$ cat src/ptc_pkg.sv
// Shared constants, calibration record type and register indexes for the
// pressure / temperature compensation pipeline. No dependencies.
package ptc_pkg;

  localparam int RawW    = 20;   // raw converter reading
  localparam int TempW   = 16;   // compensated temperature
  localparam int PressW  = 32;   // compensated pressure, Q24.8
  localparam int FineW   = 26;   // fine temperature, with headroom
  localparam int CalW    = 48;   // one calibration register
  localparam int CfgIdxW = 2;
  localparam int WordW   = 64;   // pressure datapath word
  localparam int DenW    = 31;   // pressure divisor after the 33-bit shift

  localparam int TempGain   = 5;
  localparam int TempRound  = 128;
  localparam int TempMax    = 32767;
  localparam int TempMin    = -32768;
  localparam int FineOffset = 128000;
  localparam int PressBase  = 1048576;
  localparam int PressScale = 3125;

  localparam int TempStages = 4;
  localparam int PreStages  = 6;
  localparam int DivStages  = WordW + 2;
  localparam int PostStages = 5;
  localparam int Latency    = TempStages + PreStages + DivStages + PostStages;

  typedef logic [CfgIdxW-1:0] reg_idx_t;

  localparam reg_idx_t REG_TEMP    = reg_idx_t'(0);
  localparam reg_idx_t REG_PRESS_A = reg_idx_t'(1);
  localparam reg_idx_t REG_PRESS_B = reg_idx_t'(2);
  localparam reg_idx_t REG_PRESS_C = reg_idx_t'(3);

  typedef struct packed {
    logic        [15:0] t1;
    logic signed [15:0] t2;
    logic signed [15:0] t3;
    logic        [15:0] p1;
    logic signed [15:0] p2;
    logic signed [15:0] p3;
    logic signed [15:0] p4;
    logic signed [15:0] p5;
    logic signed [15:0] p6;
    logic signed [15:0] p7;
    logic signed [15:0] p8;
    logic signed [15:0] p9;
  } cal_t;

endpackage

$ cat src/ptc_temp.sv
// Temperature stages: fine temperature and saturated centi-degree result.
// Four register stages. Depends on ptc_pkg.
module ptc_temp #(
  parameter int TagW = ptc_pkg::RawW
) (
  input  logic                              clk,
  input  logic                              rst,
  input  logic                              in_valid,
  input  logic [ptc_pkg::RawW-1:0]          adc_t,
  input  ptc_pkg::cal_t                     cal,
  input  logic [TagW-1:0]                   tag_in,
  output logic                              out_valid,
  output logic signed [ptc_pkg::FineW-1:0]  fine,
  output logic signed [ptc_pkg::TempW-1:0]  temp_centi,
  output logic [TagW-1:0]                   tag_out
);

  localparam int RW = ptc_pkg::RawW;
  localparam int FW = ptc_pkg::FineW;
  localparam int TW = ptc_pkg::TempW;

  logic [3:0]              valid;
  logic [TagW-1:0]         tag1, tag2, tag3, tag4;
  logic signed [17:0]      d1;
  logic signed [16:0]      d2;
  logic signed [33:0]      m1, sq;
  logic signed [22:0]      v1t;
  logic signed [37:0]      m2;
  logic signed [23:0]      v2t;
  logic signed [FW-1:0]    fine_next;
  logic signed [28:0]      tx;
  logic signed [20:0]      tq;
  logic signed [TW-1:0]    tc_next;

  always_ff @(posedge clk) begin
    if (rst) begin
      valid <= '0;
    end else begin
      valid <= {valid[2:0], in_valid};
    end
  end

  always_ff @(posedge clk) begin
    d1   <= $signed({1'b0, adc_t[RW-1:3]}) - $signed({1'b0, cal.t1, 1'b0});
    d2   <= $signed({1'b0, adc_t[RW-1:4]}) - $signed({1'b0, cal.t1});
    tag1 <= tag_in;
    m1   <= 34'(d1) * 34'(cal.t2);
    sq   <= 34'(d2) * 34'(d2);
    tag2 <= tag1;
    // square is never negative, so its top bit is clear
    v1t  <= m1[33:11];
    m2   <= 38'($signed(sq[33:12])) * 38'(cal.t3);
    tag3 <= tag2;
    fine       <= fine_next;
    temp_centi <= tc_next;
    tag4       <= tag3;
  end

  always_comb begin
    v2t       = m2[37:14];
    fine_next = FW'(v1t) + FW'(v2t);
    tx        = 29'(fine_next) * 29'(ptc_pkg::TempGain) + 29'(ptc_pkg::TempRound);
    tq        = tx[28:8];
    if (tq > 21'(ptc_pkg::TempMax)) begin
      tc_next = TW'(ptc_pkg::TempMax);
    end else if (tq < 21'(ptc_pkg::TempMin)) begin
      tc_next = TW'(ptc_pkg::TempMin);
    end else begin
      tc_next = tq[TW-1:0];
    end
  end

  assign out_valid = valid[3];
  assign tag_out   = tag4;

endmodule

$ cat config.mk
export PLATFORM = sky130hd
export DESIGN_NAME = ptc_temp
export DESIGN_NICKNAME = d
export VERILOG_FILES = /design/src/ptc_pkg.sv /design/src/ptc_temp.sv
export SDC_FILE = /design/constraint.sdc
export NUM_CORES = 2
export LEC_CHECK = 0
export BUFFER_PORTS_ARGS = -buffer_cell sky130_fd_sc_hd__buf_2
export CAP_MARGIN = 20
export CORE_ASPECT_RATIO = 2
export CORE_MARGIN = 8
export CORE_UTILIZATION = 50
export CTS_BUF_LIST = sky130_fd_sc_hd__clkbuf_4 sky130_fd_sc_hd__clkbuf_8 sky130_fd_sc_hd__clkbuf_16
export DETAILED_ROUTE_END_ITERATION = 16
export GPL_TIMING_DRIVEN = 0
export MAX_ROUTING_LAYER = met4
export PLACE_DENSITY = 0.68
export SYNTH_ARGS = -nofsm -noshare
export SYNTH_HDL_FRONTEND = slang
export SYNTH_SLANG_ARGS = --single-unit
$ cat constraint.sdc
create_clock -name clk -period 14.39 [get_ports clk]
set_input_delay 0.7195 -clock clk [delete_from_list [all_inputs] [get_ports clk]]
set_output_delay 0.7195 -clock clk [all_outputs]
set_load 0.1 [all_outputs]
==> impl_results.md <==
* Status: finished, final reports clean
* CTS tree: done
* Post-DP Area at 42300 um^2
* Setup Viol. Count Final at 0
* Aggregate global routing overflow at 0
* Vias in the first global route at 32500
* Post-CTS sizing at 0
* Fin util at 0.538
* Syn_nets at 5734
* H-tree levels at 1
* Total CTS buffers at 24
* Multi-input logic area at 30800 um^2
* Peak Freq at 0.123 GHz
* Worst path required time at 14.78 ns
* Post-synthesis sequential area ratio at 0.117
* Synth Area in Simple Gates at 0.125
* Hpwl dp at 102000 um
* Detailed Route WL at 117000 um
* Initial Util at 0.503
* Overall routing resource usage at 0.273
* Fill count at 7438
* DIE AREA at 90400 um^2
* Worst Path Buf+Inv at 6
* Hold Crit Class: input pin to register
* Ports at 298
* Measured slew at the worst slew-check pin at 1.16 ns
* First-pass GRT wire length at 180000 um
* Synthesized area at 40200 um^2
* Total number of vias at 28700
* Max Cap Viol at 0
* Count of pins over their slew limit at 0
* Clock Tree Buf Depth at 3
* Synth Area in Compound Gates at 0.0479
* Metal2 WL at 63000 um
* Worst-path clk slew at 0.10 ns
* Cts hold-fix bufs at 0
* Crit share post-route at 0.563
* Mux share of post-synthesis cell area at 0.000249
* Skew final at 0.0740 ns
* Die height at 417 um
* Distinct cells, synth at 68
* Nets@finish at 5904
* Async S/R FF share, synth at 0
* Yosys top cell area share at 0.453
* Worst path cell trace: clkbuf_1 -> nand2_1 -> fa_1 -> inv_1 -> fa_1 -> inv_1 -> fa_1 -> inv_1 -> fa_1 -> inv_1 -> fa_1 -> inv_1 -> fa_1 -> ha_1 -> nand2_1 -> nor2_1 -> o21a_1 -> o211ai_1 -> a211oi_1 -> o211ai_1 -> and2_1 -> o311a_1 -> a311oi_1
* Synth Flop Type: dfxtp_1
* TNS Setup at 0 ns
* RSZ-0062 raised after global routing: no
* DR WL met3 at 4690 um
* Main area contributors after synthesis: fa_1 (45%), dfxtp_1 (12%), ha_1 (11%), inv_1 (10%), nand2_1 (4.7%)
* Top Layer Used: met4
* Combinational family with the most area after synthesis: adder cells
* Post-CTS setup buffer count at 0
* DRC at 0
* Max transition margin at 0.230
* HP Start: adc_t[3]
* Worst r2r src: sq[22]
* Routed wire per std cell at 21.5 um
* M1 wire length at 35700 um
* Core ar. at 80000 um^2
* Row count at 147
* Xor/xnor share of the synthesized area at 0.0298
* Slowest CP cell: dfxtp_1
* Post-Syn Instances at 4236
* Leading area contributor after synthesis: fa_1
* Start point of the critical path: sq[22]
* Largest net degree at the start of global routing at 17
* Post-synthesis adder-cell area fraction at 0.562
* Routability Congestion at 1.02
* Arrival @ worst endpoint at 8.49 ns
* Crit path kind: register to register
* Warnings from Yosys at 0
* Post-synth EDFFs at 0
* Port Buffers at 144
* Skew-Pair Late Insertion Delay at 0.63 ns
* Pre-Repair DR Iteration Count at 5
* CP max stage delay at 0.61 ns
* Antenna Nets Post-Route at 0
* Crit-path most repeated cell: fa_1
* CTS Sinks at 235
* Startpoint types: register
* Via density at 5.26
* Layout area overhead at 7.00%
* Share of cells above drive strength 1 at 0.0477
* Synthesized flop and latch total at 235
* Initial antenna violation count at 1
* Critical path's top delay family: adder cells
* Clk root buf: clkbuf_16
* Drt first-iter violations at 1208
* Endpoints failing hold at 0
* Syn Area/Cell at 9.50 um^2
* Post-route design area at 43100 um^2
* Crit. End Element: register
* CP max FO at 10
* Register area at 4700 um^2
* Tmin final at 8.11 ns
* Die width at 217 um
-- synthesized netlist by cell type (3+ instances only) --
library cell and number:
nor2b_1 15, nor2_1 115, nor3_1 25, a31o_2 3, and2_1 297, nand4_1 12, o21bai_1 3, o21a_1 23
a211oi_1 11, a221o_1 4, a21boi_0 4, a21oi_1 82, fa_1 910, xor2_1 38, or4_1 4, and3_1 11
a21o_1 30, a31oi_1 9, nand2b_1 26, o22ai_1 13, o211ai_1 12, nand3_1 19, o2111ai_1 5, inv_1 1123
o311a_1 3, dfxtp_1 235, or3_1 10, o221ai_1 3, o21ai_0 42, or2_2 5, clkbuf_1 133, o31ai_1 7
nand2_1 503, ha_1 353, nor4_1 4, a211o_1 4, xnor2_1 99
-- worst reg2reg max path, stage by stage (launching register included) --
cell	delay (ns)
dfxtp_1	0.61
clkbuf_1	0.55
nand2_1	0.17
fa_1	0.57
inv_1	0.05
fa_1	0.48
inv_1	0.08
fa_1	0.50
inv_1	0.05
fa_1	0.54
inv_1	0.05
fa_1	0.48
inv_1	0.05
fa_1	0.47
ha_1	0.38
nand2_1	0.21
nor2_1	0.16
o21a_1	0.35
o211ai_1	0.24
a211oi_1	0.48
o211ai_1	0.25
and2_1	0.29
o311a_1	0.37
a311oi_1	0.55
-- final timing paths --
path,endpoint,slack (ns),cells past startpoint
worst max-delay path,m2[37],6.28,23
worst min-delay path,d1[0],0.19,1
worst max register to register,m2[37],6.28,23
worst min register to register,tag2[19],0.27,0
-- metrics by stage --
| stage | std cells | hold slack (ns) | setup WS [ns] |
|---|---|---|---|
| 2_1_floorplan | 4236 | 0.310 | 7.81 |
| 3_3_place_gp | 5423 | 0.310 | 5.94 |
| 3_5_place_dp | 5423 | 0.312 | 5.92 |
| 4_1_cts | 5466 | 0.159 | 6.38 |
| 5_1_grt | 5466 | 0.184 | 6.13 |
| 6_report | 5467 | 0.192 | 6.28 |
-- area by class of cell --
cell class,count,area share
Multi-Input combinational cell,2738,0.715
Sequential cell,235,0.109
Inverter,1124,0.0980
Tap cell,1043,0.0303
Timing Repair Buffer,144,0.0167
Clock buffer,28,0.0148
Buffer,139,0.0126
Clock inverter,15,0.00352
Antenna cell,1,0.0000581
-- kinds of logic (layout without fill, tap and decap cells) --
group / Yosys count / after routing
adder cells (fa/ha/maj): 1263 / 1263
buffers and inverters: 1263 / 1450
AND/OR/NAND/NOR: 1053 / 1053
AO/OA/AOI/OAI: 284 / 284
flip-flops: 235 / 235
XOR/XNOR: 137 / 137
multiplexers: 1 / 1
other: 0 / 1
-- per-layer routing --
layer	vias to the layer above	GRT usage
li1	12800	-
met1	14500	0.240
met2	955	0.497
met3	527	0.0311
met4	0	0.253
met5	-	-
-- cell usage in the layout, fill, tap and decap left out, types with 5 or more instances in the layout --
master,n
nor2b_1,15
xor2_1,38
nand2b_1,26
nand3_1,19
nand4_1,12
a21oi_1,82
a211oi_1,11
fa_1,910
ha_1,353
a21o_1,30
nand2_1,503
inv_1,1123
clkbuf_16,24
nor3_1,25
and2_1,297
or2_2,5
or3_1,10
o211ai_1,12
clkbuf_1,133
and3_1,11
a31oi_1,9
o22ai_1,13
dfxtp_1,235
o2111ai_1,5
o31ai_1,7
o21a_1,23
nor2_1,115
o21ai_0,41
xnor2_1,99
buf_2,145
-- flip-flops by register name (all words and copies together), names as in the netlist, 4 cells and up --
name and count:
tag_out 20, d2 16, v1t 23, tag3 20, temp_centi 16, m1 23
valid 4, tag1 20, sq 22, fine 25, tag2 20, m2 24
Power is not shown: default switching activity piles up to over one toggle a cycle in this logic, so the estimate is an artifact.
